File: src/wgia_pkg.sv
// Shared types and constants for the width generic integer ALU.
// Used by every module of the block; depends on nothing.
`timescale 1ns / 1ps

package wgia_pkg;

   localparam int DATA_WIDTH    = 64;
   localparam int MAX_WIDTH_DEF = 64;
   localparam int QUEUE_DEPTH   = 2;

   typedef enum logic [4:0] {
      OP_ADD    = 5'd0,
      OP_SUB    = 5'd1,
      OP_AND    = 5'd2,
      OP_OR     = 5'd3,
      OP_XOR    = 5'd4,
      OP_MUL    = 5'd5,
      OP_DIV    = 5'd6,
      OP_MOD    = 5'd7,
      OP_SHL    = 5'd8,
      OP_SHR    = 5'd9,
      OP_SLT    = 5'd10,
      OP_SGT    = 5'd11,
      OP_SLE    = 5'd12,
      OP_SGE    = 5'd13,
      OP_EQ     = 5'd14,
      OP_NE     = 5'd15,
      OP_ULT    = 5'd16,
      OP_UGT    = 5'd17,
      OP_ULE    = 5'd18,
      OP_UGE    = 5'd19,
      OP_NEG    = 5'd20,
      OP_PLUS   = 5'd21,
      OP_LOGNOT = 5'd22,
      OP_BITNOT = 5'd23,
      OP_CAST   = 5'd24
   } op_type;

   typedef enum logic [1:0] {
      STAT_OK       = 2'd0,
      STAT_SHIFT    = 2'd1,
      STAT_DIVZERO  = 2'd2,
      STAT_OVERFLOW = 2'd3
   } status_type;

   typedef enum logic [1:0] {
      BK_RUN,
      BK_MUL,
      BK_DIV,
      BK_FIN
   } back_state_type;

   typedef struct packed {
      logic [4:0]            mode;
      logic [DATA_WIDTH-1:0] left_value;
      logic [DATA_WIDTH-1:0] right_value;
      logic [6:0]            type_width;
      logic                  type_unsigned;
      logic [6:0]            target_width;
   } req_type;

   typedef struct packed {
      logic [DATA_WIDTH-1:0] result;
      logic                  folded;
      logic [1:0]            status;
   } rsp_type;

   typedef struct packed {
      op_type                op;
      logic                  uns;
      logic [DATA_WIDTH-1:0] l;
      logic [DATA_WIDTH-1:0] r;
      logic [DATA_WIDTH-1:0] sl;
      logic [DATA_WIDTH-1:0] sr;
      logic [DATA_WIDTH-1:0] dva;
      logic [DATA_WIDTH-1:0] dvb;
      logic [DATA_WIDTH-1:0] mask;
      logic [5:0]            shamt;
      logic                  neg_res;
      logic                  kill;
      status_type            status;
   } dec_type;

endpackage

File: src/wgia_front.sv
// Front end: clamps widths, masks and sign-extends operands, and flags special cases.
// Depends on wgia_pkg.
`timescale 1ns / 1ps

module wgia_front #(
   parameter int MAX_WIDTH = wgia_pkg::MAX_WIDTH_DEF
) (
   input  wgia_pkg::req_type req,
   output wgia_pkg::dec_type dec
);

   logic [6:0]  w;
   logic [6:0]  tw;
   logic [63:0] m;
   logic [63:0] tm;
   logic [63:0] l;
   logic [63:0] r;
   logic [63:0] sl;
   logic [63:0] sr;
   logic [63:0] minv;
   logic [5:0]  wm1;
   logic        too_big;
   logic        lneg;
   logic        rneg;

   always_comb begin
      if (req.type_width == 7'd0) begin
         w = 7'd1;
      end else if (req.type_width > 7'(MAX_WIDTH)) begin
         w = 7'(MAX_WIDTH);
      end else begin
         w = req.type_width;
      end
      if (req.target_width == 7'd0) begin
         tw = 7'd1;
      end else if (req.target_width > 7'(MAX_WIDTH)) begin
         tw = 7'(MAX_WIDTH);
      end else begin
         tw = req.target_width;
      end
      m    = {64{1'b1}} >> (7'd64 - w);
      tm   = {64{1'b1}} >> (7'd64 - tw);
      wm1  = 6'(w - 7'd1);
      l    = req.left_value & m;
      r    = req.right_value & m;
      lneg = l[wm1];
      rneg = r[wm1];
      sl   = lneg ? (l | ~m) : l;
      sr   = rneg ? (r | ~m) : r;
      minv = 64'd1 << wm1;
      too_big = (req.right_value[63:7] != 57'd0) || (req.right_value[6:0] >= w);

      dec.op      = wgia_pkg::op_type'(req.mode);
      dec.uns     = req.type_unsigned;
      dec.l       = l;
      dec.r       = r;
      dec.sl      = sl;
      dec.sr      = sr;
      dec.dva     = (req.type_unsigned || !lneg) ? l : (64'd0 - sl);
      dec.dvb     = (req.type_unsigned || !rneg) ? r : (64'd0 - sr);
      dec.mask    = (req.mode == 5'(wgia_pkg::OP_CAST)) ? tm : m;
      dec.shamt   = too_big ? (req.right_value[5:0] & wm1) : req.right_value[5:0];
      dec.neg_res = 1'b0;
      dec.kill    = 1'b0;
      dec.status  = wgia_pkg::STAT_OK;

      if (req.mode > 5'(wgia_pkg::OP_CAST)) begin
         dec.op   = wgia_pkg::OP_ADD;
         dec.kill = 1'b1;
      end else begin
         unique case (wgia_pkg::op_type'(req.mode))
            wgia_pkg::OP_DIV, wgia_pkg::OP_MOD: begin
               dec.neg_res = (req.mode == 5'(wgia_pkg::OP_DIV)) ?
                             (!req.type_unsigned && (lneg ^ rneg)) :
                             (!req.type_unsigned && lneg);
               if (r == 64'd0) begin
                  dec.kill   = 1'b1;
                  dec.status = wgia_pkg::STAT_DIVZERO;
               end else if (req.mode == 5'(wgia_pkg::OP_DIV) && !req.type_unsigned &&
                            l == minv && sr == {64{1'b1}}) begin
                  dec.kill   = 1'b1;
                  dec.status = wgia_pkg::STAT_OVERFLOW;
               end
            end
            wgia_pkg::OP_SHL, wgia_pkg::OP_SHR: begin
               if (too_big) begin
                  dec.status = wgia_pkg::STAT_SHIFT;
               end
            end
            wgia_pkg::OP_NEG: begin
               if (!req.type_unsigned && l == minv) begin
                  dec.kill   = 1'b1;
                  dec.status = wgia_pkg::STAT_OVERFLOW;
               end
            end
            default: begin
            end
         endcase
      end
   end

endmodule

File: config.mk
export PLATFORM = sky130hd
export DESIGN_NAME = wgia_front
export DESIGN_NICKNAME = d
export VERILOG_FILES = /design/src/wgia_pkg.sv /design/src/wgia_front.sv
export SDC_FILE = /design/constraint.sdc
export NUM_CORES = 1
export LEC_CHECK = 0
export BUFFER_PORTS_ARGS = -buffer_cell sky130_fd_sc_hd__buf_2
export CORE_AREA = 3 3 234 236
export DETAILED_ROUTE_END_ITERATION = 16
export DIE_AREA = 0 0 237 239
export PLACE_DENSITY = 0.5
export SYNTH_ARGS = -nofsm -noshare
export SYNTH_HDL_FRONTEND = slang
export SYNTH_SLANG_ARGS = --single-unit
export TNS_END_PERCENT = 20
File: constraint.sdc
create_clock -name vclk -period 21.1
set_clock_uncertainty 0.2 [all_clocks]
set_input_delay 1.055 -clock vclk [all_inputs]
set_output_delay 1.055 -clock vclk [all_outputs]
set_load 0.01 [all_outputs]
==> flow_summary.toml <==
[status]
status = "finished clean"

[logic_synthesis]
synthDistinctLibCells = 102
synth_most_common_cell = "nand2_1"
ys.warnings.count = 0
synth_top_cell_area_share_pct = 8.50
postSynthAreaPerCell_um2 = 5.70
synth_largest_area_cell = "nand2_1"
synth-seq-area-share_pct = 0
synthCells = 2314
ys_top_cells_by_count = "nand2_1, nor2_1, o21ai_0, a21oi_1, inv_1"
syn_area_mm2 = 0.0132
synth_area_leaders = "nand2_1, o21ai_0, nor2_1"
syn_nets = 2484

[sta]
slew_headroom_pct = 2.93
layout_min_cycle_time_ns = 11.60
setup_tns_ns = 0
setup_viol = 0
slew_viol_final = 0
rsz0062_at_grt = "false"
hold_violations = 0
tightest_slew_ns = 1.44
finalCritPeriodShare_pct = 55.0
max_freq_mhz = 86.2

[critical_path]
worstSetupEndpointType = "output port"
crit_path_start_kind = "input pin"
max_stage_delay_ns = 0.78
arrival_ns = 10.34
crit_path_max_fanout = 46
crit_type = "in2out"
worstPathRequired_ns = 19.85
crit_path_top_delay_cell = "nor4_1"

[floorplan]
die_h_um = 239
die_w_um = 237
die_area_mm2 = 0.0566
start_util_pct = 25.1
ios = 612
core_area_mm2 = 0.0527
rows = 84

[routing]
antenna_left = 0
num_vias = 23901
via_per_inst = 6.72
detail_route.wl_per_cell_um = 38.3
drtPass1Iterations = 6
drt_iter0_markers = 4051
drc = 0
wl_um = 136000

[place]
gp_congestion = 1.10
numPortBuffers = 612
hpwlAfterDp_um = 110000

[flow_run]
max_cap_viol_count = 0

[final_layout]
register_area_um2 = 0
nNetsFinal = 3036
n_fill_cell = 6193
n_clock_buffer = 0
seq_cell_count = 0
drive_gt1_share_pct = 28.1
syn_to_final_growth_pct = 31.1

[global_route]
grt_max_degree = 63
overflow = 0
track_usage_pct = 44.8
antenna_found_initial = 11
grt_pass1_wl_um = 183000
grt_pass1_vias = 21939

[cts]
cts_resized = 0
cts_hold_buf = 0
cts_setup_buffers = 0

[min_path]
min-delay-path-class = "in2out"
==> cells by family after synthesis <==
family,count (synthesis),synth area share (%)
adder cells (fa/ha/maj),22,2.09
AO/OA/AOI/OAI,826,40.8
multiplexers,25,1.99
buffers and inverters,299,9.22
AND/OR/NAND/NOR,1044,39.4
XOR/XNOR,98,6.50
==> critical path, delay by kind of cell <==
family                     cells  cell delay (ns)
and+or+nand+nor               12             4.71
buffers and inverters          7             1.77
AOI/OAI and AO/OA              7             1.71
adders and majority gates      3             0.88
xor gates and xnor gates       1             0.17
==> worst paths after layout <==
path / slack [ns] / cells past startpoint / start / to
max: 9.50 / 30 / req[14] / dec[136]
min: 2.26 / 3 / req[146] / dec[463]
==> per-stage QoR <==
| stage | utilization (%) | hold slack, ns | cell area, um^2 | instances | setup slack (ns) |
|---|---|---|---|---|---|
| 6_report | 32.9 | 2.26 | 17300 | 3558 | 9.50 |
| 5_1_grt | 32.8 | 2.30 | 17300 | 3554 | 9.19 |
| 4_1_cts | 32.8 | 2.25 | 17300 | 3552 | 9.88 |
| 3_5_place_dp | 32.8 | 2.25 | 17300 | 3552 | 9.85 |
| 3_3_place_gp | 32.8 | 2.25 | 17300 | 3552 | 10.08 |
| 2_1_floorplan | - | 2.00 | 13200 | 2314 | 11.31 |
==> layer usage <==
layer | wire length (um) | global-route usage, % | vias up
met5 | 21 | 0 | -
met4 | 10300 | 26.1 | 4
met3 | 19000 | 16.0 | 454
met2 | 55400 | 65.3 | 2216
met1 | 51500 | 56.6 | 11469
li1 | - | - | 9758
==> cell usage in the layout (no fill, tap or decap), types with 65 or more instances in the layout <==
master   count
a21oi_1    149
buf_2      612
buf_4      104
nor3_1      74
o22ai_1     65
o21ai_0    216
nand3_1     92
inv_1      131
xnor2_1     66
nor2_1     267
nand2_1    299
==> area by class of cell <==
class	instances	area (um^2)	share of cell area, %
inverters	133	499	2.89
repair buffers	716	3840	22.2
multi-input cells	2015	12100	69.8
diodes	6	15.0	0.0868
well taps	688	861	4.98
