`src/wgia_pkg.sv`:
```
// Shared types and constants for the width generic integer ALU.
// Used by every module of the block; depends on nothing.
`timescale 1ns / 1ps

package wgia_pkg;

   localparam int DATA_WIDTH    = 64;
   localparam int MAX_WIDTH_DEF = 64;
   localparam int QUEUE_DEPTH   = 2;

   typedef enum logic [4:0] {
      OP_ADD    = 5'd0,
      OP_SUB    = 5'd1,
      OP_AND    = 5'd2,
      OP_OR     = 5'd3,
      OP_XOR    = 5'd4,
      OP_MUL    = 5'd5,
      OP_DIV    = 5'd6,
      OP_MOD    = 5'd7,
      OP_SHL    = 5'd8,
      OP_SHR    = 5'd9,
      OP_SLT    = 5'd10,
      OP_SGT    = 5'd11,
      OP_SLE    = 5'd12,
      OP_SGE    = 5'd13,
      OP_EQ     = 5'd14,
      OP_NE     = 5'd15,
      OP_ULT    = 5'd16,
      OP_UGT    = 5'd17,
      OP_ULE    = 5'd18,
      OP_UGE    = 5'd19,
      OP_NEG    = 5'd20,
      OP_PLUS   = 5'd21,
      OP_LOGNOT = 5'd22,
      OP_BITNOT = 5'd23,
      OP_CAST   = 5'd24
   } op_type;

   typedef enum logic [1:0] {
      STAT_OK       = 2'd0,
      STAT_SHIFT    = 2'd1,
      STAT_DIVZERO  = 2'd2,
      STAT_OVERFLOW = 2'd3
   } status_type;

   typedef enum logic [1:0] {
      BK_RUN,
      BK_MUL,
      BK_DIV,
      BK_FIN
   } back_state_type;

   typedef struct packed {
      logic [4:0]            mode;
      logic [DATA_WIDTH-1:0] left_value;
      logic [DATA_WIDTH-1:0] right_value;
      logic [6:0]            type_width;
      logic                  type_unsigned;
      logic [6:0]            target_width;
   } req_type;

   typedef struct packed {
      logic [DATA_WIDTH-1:0] result;
      logic                  folded;
      logic [1:0]            status;
   } rsp_type;

   typedef struct packed {
      op_type                op;
      logic                  uns;
      logic [DATA_WIDTH-1:0] l;
      logic [DATA_WIDTH-1:0] r;
      logic [DATA_WIDTH-1:0] sl;
      logic [DATA_WIDTH-1:0] sr;
      logic [DATA_WIDTH-1:0] dva;
      logic [DATA_WIDTH-1:0] dvb;
      logic [DATA_WIDTH-1:0] mask;
      logic [5:0]            shamt;
      logic                  neg_res;
      logic                  kill;
      status_type            status;
   } dec_type;

endpackage

```
`src/wgia_queue.sv`:
```
// Two-word queue that decouples the front end from the execution back end.
// Depends on wgia_pkg.
`timescale 1ns / 1ps

module wgia_queue (
   input  logic              clock,
   input  logic              reset,
   input  logic              push,
   input  wgia_pkg::dec_type push_data,
   output logic              full,
   input  logic              pop,
   output logic              head_valid,
   output wgia_pkg::dec_type head_data
);

   wgia_pkg::dec_type mem_ff [wgia_pkg::QUEUE_DEPTH];
   logic       wr_ptr_ff;
   logic       wr_ptr_in;
   logic       rd_ptr_ff;
   logic       rd_ptr_in;
   logic [1:0] count_ff;
   logic [1:0] count_in;

   always_comb begin
      full       = (count_ff == 2'(wgia_pkg::QUEUE_DEPTH));
      head_valid = (count_ff != 2'd0);
      head_data  = mem_ff[rd_ptr_ff];
      wr_ptr_in  = push ? ~wr_ptr_ff : wr_ptr_ff;
      rd_ptr_in  = pop ? ~rd_ptr_ff : rd_ptr_ff;
      count_in   = count_ff + 2'(push) - 2'(pop);
   end

   always_ff @(posedge clock) begin
      if (reset) begin
         wr_ptr_ff <= 1'b0;
         rd_ptr_ff <= 1'b0;
         count_ff  <= 2'd0;
      end else begin
         wr_ptr_ff <= wr_ptr_in;
         rd_ptr_ff <= rd_ptr_in;
         count_ff  <= count_in;
      end
   end

   always_ff @(posedge clock) begin
      if (push) begin
         mem_ff[wr_ptr_ff] <= push_data;
      end
   end

   a_count_range: assert property (@(posedge clock) disable iff (reset)
      count_ff <= 2'(wgia_pkg::QUEUE_DEPTH))
      else $error("queue count out of range");
   a_no_underflow: assert property (@(posedge clock) disable iff (reset)
      pop |-> head_valid)
      else $error("queue popped while empty");
   a_no_overflow: assert property (@(posedge clock) disable iff (reset)
      (push && !pop) |-> !full)
      else $error("queue pushed while full");

endmodule

```
`config.mk`:
```
export PLATFORM = sky130hd
export DESIGN_NAME = wgia_queue
export DESIGN_NICKNAME = d
export VERILOG_FILES = /design/src/wgia_pkg.sv /design/src/wgia_queue.sv
export SDC_FILE = /design/constraint.sdc
export NUM_CORES = 1
export LEC_CHECK = 0
export ABC_AREA = 1
export BUFFER_PORTS_ARGS = -buffer_cell sky130_fd_sc_hd__buf_2
export CORE_AREA = 2 2 368 370
export CTS_BUF_LIST = sky130_fd_sc_hd__clkbuf_4
export DETAILED_ROUTE_END_ITERATION = 8
export DIE_AREA = 0 0 370 372
export PLACE_DENSITY = 0.48
export SLEW_MARGIN = 20
export SYNTH_ARGS = -nofsm -noshare
export SYNTH_HDL_FRONTEND = slang
export SYNTH_SLANG_ARGS = --single-unit
```
`constraint.sdc`:
```
create_clock -name clock -period 31.8 [get_ports clock]
set_input_delay 7.95 -clock clock [delete_from_list [all_inputs] [get_ports clock]]
set_output_delay 7.95 -clock clock [all_outputs]
set_load 0.03 [all_outputs]
```
==> flow_summary.toml, run 1 <==
[run_status]
status = "finished, final reports clean"

[timing]
fin_crit_sh = 0.410
slew_headroom = 0.234
worst_slew_pin_slew_ps = 1150
hold_ws_ps = 520
rsz0062_at_grt = "false"
max_freq_ghz = 0.0768
finalSetupViolations = 0
hold_violations = 0
finClkSkew_ps = 85.3
min_period_ps = 13030
slew_violations = 0
setup-tns-final_ps = 0

[layout]
nets = 3123
multi_input_area_um2 = 5330
fin_util = 0.325
design_area_um2 = 43700
syn2layout_area_growth_pct = 28.8
drive_gt1_frac = 0.643
fillCellCount = 13263
layout.area.seq_um2 = 28000

[global_route]
grt_pass1_wl_um = 126000
use_met1 = 0.125
grt_antenna_before_repair = 65
grt_pass1_vias = 20082
grt_max_degree = 166
grt_usage = 0.125
grt-busiest-layer = "met2"
grt_overflow = 0
grt_util_met2 = 0.213
grtUsageMet3 = 0.0717

[synthesis]
synthTopCellsByArea = "edfxtp_1 82%, mux2_2 15%, buf_6 1.7%"
synth_area_leader_cell = "edfxtp_1"
yosysMostFrequentCell = "edfxtp_1"
synth-edff-count = 928
ys_seq_elements = 933
yosysSeqAreaShare = 0.825
synthTopCellsByCount = "928 x edfxtp_1, 464 x mux2_2, 51 x buf_6, 8 x inv_1, 7 x nor2_1"
syn_nets = 1945
synth_cells = 1475
synthArstFlopShare = 0
synth_top_area_share = 0.822
avgSynthCellArea_um2 = 23.0
ys.flop_type = "edfxtp_1"
syn_area_um2 = 33900
yosysWarnings = 0
synth_cell_types = 13

[clocking]
cts_hold_buffers = 0
cts_buffer_depth = 4
cts_tree = "yes"
cts_root_buffer = "clkbuf_4"
insertion_delay_ps = 1170
cts_made_buffers = 278
post_cts_buffers = 0
cts.sinks = 933
clkTransAtPathRegs_ps = 60
htree_levels = 5
cts-resized-gates = 0

[routing]
via_per_inst = 4.05
routed_wl_um = 90800
wl_per_cell_um = 19.6
drt-initial-drc-count = 871
ant_nets = 0
drc = 0
firstDrtPassIters = 5
num_vias = 18769

[placement]
gp_congestion = 0.824
hpwl_um = 63200
port_buffers = 933
dpl_cell_area_um2 = 40400

[pwr]
p_int_mw = 2.13
switching_share = 0.262
combPwrFrac = 0.131
p_leak_nw = 16.3
seq_power_share = 0.501
peakVddDrop_uv = 37.4
powerDensity_nw_per_um2 = 66.0
p_clk_frac = 0.368
p_sw_mw = 0.756

[worst_setup_path]
crit_type = "reg2out"
worstPathCellList = "buf_12, buf_4, buf_4, mux2_2, buf_2"
cp.required_ps = 23850
slowest_delay_ps = 860
cpMaxStageDelayCell = "buf_4"
cpMostUsedCell = "buf_4"
crit_path_start_kind = "flip-flop"
worstPathArrival_ps = 5080
endpoint_kind = "primary output"
crit_fanout = 165

[floorplanning]
start_util = 0.252
die_h_um = 372
core_area_um2 = 134000
std_cell_rows = 135
dieArea_um2 = 138000
die-width_um = 370
io_pins = 934

[min_path]
hold_class = "reg2reg"

[run]
cap_violations = 0
[critical path, delay by kind of cell (launching register included)]
kind / cells / cell delay, ps
buf+inv: 4 / 2420
flops: 1 / 720
mux: 1 / 430
[power by group through the flow]
| stage | Clock, mW | Sequential [mW] | Combinational, mW |
|---|---|---|---|
| 4_1_cts | 1.12 | 1.44 | 0.386 |
| 5_1_grt | 1.19 | 1.45 | 0.402 |
| 3_3_place_gp | 0 | 1.47 | 0.379 |
| 6_report | 1.06 | 1.44 | 0.379 |
| 2_1_floorplan | 0 | 1.50 | 0.259 |
| 3_5_place_dp | 0 | 1.47 | 0.384 |
[state kept, by name (all words and copies together) (netlist names), named ones only]
signal,count
wr_ptr_ff,1
count_ff,2
mem_ff,928
rd_ptr_ff,1
[cell type report]
type	count	area share
clock buffers	395	0.0679
multi-input cells	482	0.122
flip-flops and latches	933	0.641
inverters	8	0.000860
diodes	18	0.00103
well taps	1781	0.0510
clock inverters	62	0.00613
repair buffers	950	0.111
[placed cells by master, fill, tap and decap left out, types with 2 or more instances in the layout]
master,netlist,final
nor2_1,7,6
dfxtp_1,5,4
mux2_2,464,464
buf_2,1,933
buf_4,0,14
nand2_1,5,5
clkbuf_4,0,395
clkinv_2,0,3
diode_2,0,18
clkinv_1,0,54
edfxtp_1,928,928
buf_12,0,2
inv_1,8,7
ha_1,2,2
inv_2,0,3
[final timing paths]
check                               start             end  slack (ps)  cells after the start
worst min register to register  rd_ptr_ff       flip-flop         520                      2
worst max register to register  wr_ptr_ff  mem_ff[1][333]       28340                      4
worst max-delay path            flip-flop  head_data[161]       18770                      5
worst min-delay path            rd_ptr_ff       flip-flop         520                      2
[stage by stage]
stage | power (mW) | setup WS (ps) | instances
2_1_floorplan | 1.76 | 3120 | 1475
3_3_place_gp | 1.85 | 19950 | 4154
3_5_place_dp | 1.85 | 19850 | 4154
4_1_cts | 2.95 | 18480 | 4611
5_1_grt | 3.03 | 18260 | 4624
6_report | 2.88 | 18770 | 4629
[per-layer routing]
layer | vias to the layer above | wire (um)
met3 | 248 | 11200
met2 | 970 | 45300
met5 | - | 171
met4 | 26 | 2830
met1 | 9070 | 31300
li1 | 8455 | -
[cells by family (layout without fill, tap and decap cells)]
| kind of cell | Yosys count | after routing | share of synthesized area |
|---|---|---|---|
| flip-flops | 933 | 933 | 0.825 |
| multiplexers | 464 | 464 | 0.154 |
| buffers and inverters | 60 | 1415 | 0.0180 |
| AND/OR/NAND/NOR | 14 | 14 | 0.00162 |
| adder cells (fa/ha/maj) | 2 | 2 | 0.000738 |
| AO/OA/AOI/OAI | 1 | 1 | 0.000148 |
| XOR/XNOR | 1 | 1 | 0.000258 |
| other | 0 | 18 | 0 |
Note: power is estimated with default switching activity, not from simulation.
==> run 2: changes to the inputs <==
--- a/config.mk
+++ b/config.mk
@@ -5,7 +5,7 @@
 export SDC_FILE = /design/constraint.sdc
 export NUM_CORES = 1
 export LEC_CHECK = 0
-export ABC_AREA = 1
+export ABC_AREA = 0
 export BUFFER_PORTS_ARGS = -buffer_cell sky130_fd_sc_hd__buf_2
 export CORE_AREA = 2 2 368 370
 export CTS_BUF_LIST = sky130_fd_sc_hd__clkbuf_4
==> constraint.sdc (replaced) <==
create_clock -name clock -period 12.34 [get_ports clock]
set_input_delay 3.085 -clock clock [delete_from_list [all_inputs] [get_ports clock]]
set_output_delay 3.085 -clock clock [all_outputs]
set_load 0.03 [all_outputs]
==> run 2 against run 1 <==
Compared with the run above:
- flip-flop and latch count unchanged
- critical endpoint is now head_data[96]
- synthesized cell count down 0.68%
- sequential power rose to 2.6 times the previous value
- wire length down 1.2%
- worst setup slack worse by 14000 ps
- highest routed layer unchanged
- final area down 0.44%
- critical path depth down 1
==> flow_summary.toml, run 2 <==
[clocking]
cts-resized-gates = 0
clkTransAtPathRegs_ps = 60
insertion_delay_ps = 1110
cts.sinks = 933
cts_made_buffers = 239
htree_levels = 4
cts_tree = "yes"
cts_root_buffer = "clkbuf_4"
post_cts_buffers = 0
cts_hold_buffers = 0
cts_buffer_depth = 3

[synthesis]
synth-edff-count = 928
ys_seq_elements = 933
synth_top_area_share = 0.822
synth_cell_types = 13
yosysSeqAreaShare = 0.825
synth_area_leader_cell = "edfxtp_1"
syn_nets = 1935
synthArstFlopShare = 0
ys.flop_type = "edfxtp_1"
avgSynthCellArea_um2 = 23.1
yosysWarnings = 0
yosysMostFrequentCell = "edfxtp_1"
synth_cells = 1465
syn_area_um2 = 33900
synthTopCellsByArea = "edfxtp_1 82%, mux2_2 15%, buf_6 1.7%"
synthTopCellsByCount = "928 x edfxtp_1, 464 x mux2_2, 51 x buf_6, 5 x dfxtp_1, 4 x nor2_1"

[min_path]
hold_class = "reg2reg"
min_from = "rd_ptr_ff"

[timing]
slew_headroom = 0.206
finalSetupViolations = 0
max_freq_ghz = 0.132
finClkSkew_ps = 73.4
fin_crit_sh = 0.612
hold_violations = 0
min_period_ps = 7550
rsz0062_at_grt = "false"
worst_slew_pin_slew_ps = 1190
slew_violations = 0
setup-tns-final_ps = 0

[worst_setup_path]
r2r-start = "wr_ptr_ff"
cp.required_ps = 9260
cpMaxStageDelayCell = "buf_4"
endpoint_kind = "primary output"
cpMostUsedCell = "buf_4"
crit_path_start_kind = "flip-flop"
critPathTopFamily = "buffers and inverters"
cp_num_buf_inv = 3
slowest_delay_ps = 880
crit_type = "reg2out"
worstPathArrival_ps = 4470
worstPathCellList = "buf_4, buf_4, mux2_2, buf_2"
crit_fanout = 82

[layout]
drive_gt1_frac = 0.637
final_cell_mix = "933 x buf_2, 928 x edfxtp_1, 464 x mux2_2"
fillCellCount = 13262
nets = 3072
syn2layout_area_growth_pct = 28.3
largest_reg_flops = 928
largest_registers = "mem_ff (928), count_ff (2)"
final_common_cell = "buf_2"
largest-register = "mem_ff"

[floorplanning]
die_h_um = 372
io_pins = 934
dieArea_um2 = 138000
core_area_um2 = 134000
start_util = 0.252
die-width_um = 370
std_cell_rows = 135

[routing]
drc = 0
firstDrtPassIters = 5
drt-initial-drc-count = 1066
num_vias = 18554
via_per_inst = 4.04
routed_wl_um = 89700
wl_per_cell_um = 19.5
ant_nets = 0

[placement]
port_buffers = 933
hpwl_um = 63000
gp_congestion = 0.847

[run]
cap_violations = 0

[pwr]
p_leak_nw = 16.1
finalPower_mw = 7.35
peakVddDrop_uv = 85.8
powerDensity_nw_per_um2 = 169

[global_route]
grt_overflow = 0
grt_pass1_wl_um = 125000
grt_pass1_vias = 19916
grt_max_degree = 163
grt_antenna_before_repair = 37
grt_usage = 0.124

[run_status]
status = "finished, final reports clean"
run 2: cell count changes after synthesis, moves of 3 or more:
cell,change
inv_1,-6
nand2_1,-5
nor2_1,-3
nor2b_1,+3
run 2: kinds of logic (layout without fill, tap and decap cells):
family / after synthesis / in the layout / share of synthesized area
flops: 933 / 933 / 0.825
mux: 464 / 464 / 0.154
buf+inv: 54 / 1375 / 0.0173
simple gates: 9 / 9 / 0.00137
xor+xnor: 3 / 3 / 0.00118
fa+ha+maj: 2 / 2 / 0.000738
other cells: 0 / 21 / 0
run 2: report_power, final:
group	switching [mW]	internal (mW)	total, mW
registers	0.0481	3.71	3.75
logic	0.699	0.345	1.04
clock network	1.25	1.30	2.55
total	2.00	5.35	7.35
run 2: final cells by class:
class,instances,area (um^2),area share
flip-flops and latches,933,28000,0.643
multi-input cells,478,5350,0.123
repair buffers,948,4860,0.112
clock buffers,329,2470,0.0568
well taps,1781,2230,0.0513
clock inverters,96,534,0.0123
diodes,21,52.6,0.00121
inverters,2,7.51,0.000173
run 2: metrics by stage:
step	std cells	setup slack, ps	hold WS, ps	area [um^2]	util
4_1_cts	4566	4460	532	43400	0.323
6_report	4588	4790	518	43500	0.324
3_3_place_gp	4141	5870	502	40400	0.301
3_5_place_dp	4141	5830	514	40400	0.301
2_1_floorplan	1465	1890	480	33900	-
5_1_grt	4580	4340	556	43500	0.324
run 2: path summary, 6_finish.rpt:
path	slack, ps	cells past startpoint	end
max	4790	4	head_data[96]
min	520	2	flip-flop
max reg2reg	8760	3	mem_ff[1][374]
min reg2reg	520	2	flip-flop
run 2: worst min-delay path: cells and delay by family (launching register included):
kind	cells	cell delay, ps
simple gates	1	80
flops	1	320
xor+xnor	1	90
run 2: metal layers:
metal / vias up / global-route usage / wire length [um]
met2: 785 / 0.213 / 45700
met5: - / 0 / 254
li1: 8360 / - / -
met3: 174 / 0.0611 / 9490
met4: 38 / 0.0465 / 1920
met1: 9197 / 0.130 / 32400
==> run 3: changes to the inputs <==
--- a/config.mk
+++ b/config.mk
@@ -5,7 +5,7 @@
 export SDC_FILE = /design/constraint.sdc
 export NUM_CORES = 1
 export LEC_CHECK = 0
-export ABC_AREA = 0
+export ABC_AREA = 1
 export BUFFER_PORTS_ARGS = -buffer_cell sky130_fd_sc_hd__buf_2
 export CORE_AREA = 2 2 368 370
 export CTS_BUF_LIST = sky130_fd_sc_hd__clkbuf_4
==> constraint.sdc (replaced) <==
create_clock -name clock -period 7.8 [get_ports clock]
set_input_delay 1.95 -clock clock [delete_from_list [all_inputs] [get_ports clock]]
set_output_delay 1.95 -clock clock [all_outputs]
set_load 0.03 [all_outputs]
==> run 3 against run 2 <==
Compared with the run above:
- cell count is essentially flat
- non-clock buffer count grew 9
- first-iteration DRC count shrank 31%
- via count shrank 0.13%
- final area grew 0.37%
- worst setup slack lost 2300 ps
- clock skew grew 9.4 ps
- count of clock-buffer cells in the layout grew 23
- combinational power grew 51%
- global-route usage shrank 0.37 points
==> flow_summary.toml, run 3 (synthesized netlist as in run 1, its figures left out) <==
[run_status]
status = "finished, final reports clean"

[clocking]
cts_buffer_depth = 3
insertion_delay_ps = 1120
post_cts_buffers = 0
cts_root_buffer = "clkbuf_4"
clkTransAtPathRegs_ps = 70
cts_made_buffers = 235
cts_tree = "yes"
cts-resized-gates = 0
htree_levels = 4
cts.sinks = 933
cts_hold_buffers = 0

[placement]
dpl_cell_area_um2 = 40600
gp_congestion = 0.855
hpwl_um = 62400
dp.cells = 4161
pre_cts_slack_ps = 3310
port_buffers = 933

[layout]
design_area_um2 = 43600
fin_util = 0.325
fin_cells = 4591
drive_gt1_frac = 0.644
final_common_cell = "buf_2"
layout.area.seq_um2 = 28000
largest_reg_flops = 928
multi_input_area_um2 = 5340
fillCellCount = 13227
largest_registers = "mem_ff (928), count_ff (2)"
final_cell_mix = "933 x buf_2, 928 x edfxtp_1, 464 x mux2_2"
largest-register = "mem_ff"
syn2layout_area_growth_pct = 28.7
nets = 3087

[global_route]
grt_pass1_vias = 19796
grt_usage = 0.120
grt_pass1_wl_um = 121000
grt_max_degree = 146
grt_overflow = 0
grt_antenna_before_repair = 36

[worst_setup_path]
crit_fanout = 73
crit_path_start_kind = "flip-flop"
worstPathArrival_ps = 3380
slowest_delay_ps = 820
cp.required_ps = 5850
crit_type = "reg2out"
cp_num_buf_inv = 2
cpMaxStageDelayCell = "buf_4"
critPathTopFamily = "buffers and inverters"
endpoint_kind = "primary output"
worstPathCellList = "buf_4, mux2_2, buf_2"

[floorplanning]
start_util = 0.252
die-width_um = 370
dieArea_um2 = 138000
core_area_um2 = 134000
io_pins = 934
std_cell_rows = 135
die_h_um = 372

[pwr]
p_sw_mw = 3.02
p_clk_frac = 0.354
peakVddDrop_uv = 147
p_int_mw = 8.49
seq_power_share = 0.510
p_leak_nw = 16.2
switching_share = 0.262
combPwrFrac = 0.136
powerDensity_nw_per_um2 = 264

[routing]
drt-initial-drc-count = 736
ant_nets = 0
drc = 0
via_per_inst = 4.04
firstDrtPassIters = 5
num_vias = 18530
wl_per_cell_um = 19.1
routed_wl_um = 87600

[timing]
worst_slew_pin_slew_ps = 1060
slew_headroom = 0.296
slew_violations = 0
fin_ws_ps = 2470
hold_violations = 0
finClkSkew_ps = 82.8
max_freq_ghz = 0.188
fin_crit_sh = 0.683
min_period_ps = 5330
hold_ws_ps = 516
finalSetupViolations = 0
rsz0062_at_grt = "false"

[min_path]
hold_class = "reg2reg"

[run]
cap_violations = 0
run 3: cell count changes in the layout (fill, tap and decap cells not counted), moves of 3 or more:
cell and delta:
buf_4 +3, clkinv_2 -6, clkinv_8 -4, inv_1 +4, diode_2 -4, clkinv_1 -26, buf_12 +7, nand2_1 +4
clkbuf_4 +23
run 3: stage by stage:
step / setup TNS, ps / power, mW
detailed placement: 0 / 7.57
global route: 0 / 12.1
CTS: 0 / 11.7
floorplan: -1395600 / 7.08
finish: 0 / 11.5
global placement: 0 / 7.54
run 3: cell type report:
class | instances | area share
clock buffer | 352 | 0.0606
tap | 1781 | 0.0511
clock inverter | 61 | 0.00829
inverter | 8 | 0.00106
antenna | 17 | 0.000975
sequential | 933 | 0.641
timing repair buffer | 957 | 0.115
multi-input combinational | 482 | 0.122
run 3: path summary, 6_finish.rpt:
| kind | slack (ps) | start | cells after the start | endpoint |
|---|---|---|---|---|
| setup / recovery | 2470 | flip-flop | 3 | head_data[307] |
| hold / removal | 520 | rd_ptr_ff | 2 | flip-flop |
| setup reg to reg | 5020 | wr_ptr_ff | 4 | mem_ff[1][462] |
| hold reg to reg | 520 | rd_ptr_ff | 2 | flip-flop |
run 3: worst register-to-register path, stage by stage, from the launching register on:
cell and delay, ps:
dfxtp_1 390, nand2_8 90, clkinvlp_4 730, buf_12 510, buf_12 680
run 3: power by group through the flow:
stage                     clock (mW)  combinational [mW]  sequential [mW]
after global placement             0                1.57             5.97
final                           4.07                1.57             5.87
after detailed placement           0                1.59             5.98
after CTS                       4.27                1.59             5.88
after floorplan                    0                1.06             6.02
after global routing            4.51                1.66             5.89
run 3: per-layer routing:
metal | vias up | wire length, um | global-route usage
met4 | 26 | 2400 | 0.0532
met3 | 181 | 8700 | 0.0585
li1 | 8380 | - | -
met5 | - | 167 | 0
met1 | 9154 | 29900 | 0.116
met2 | 789 | 46400 | 0.215
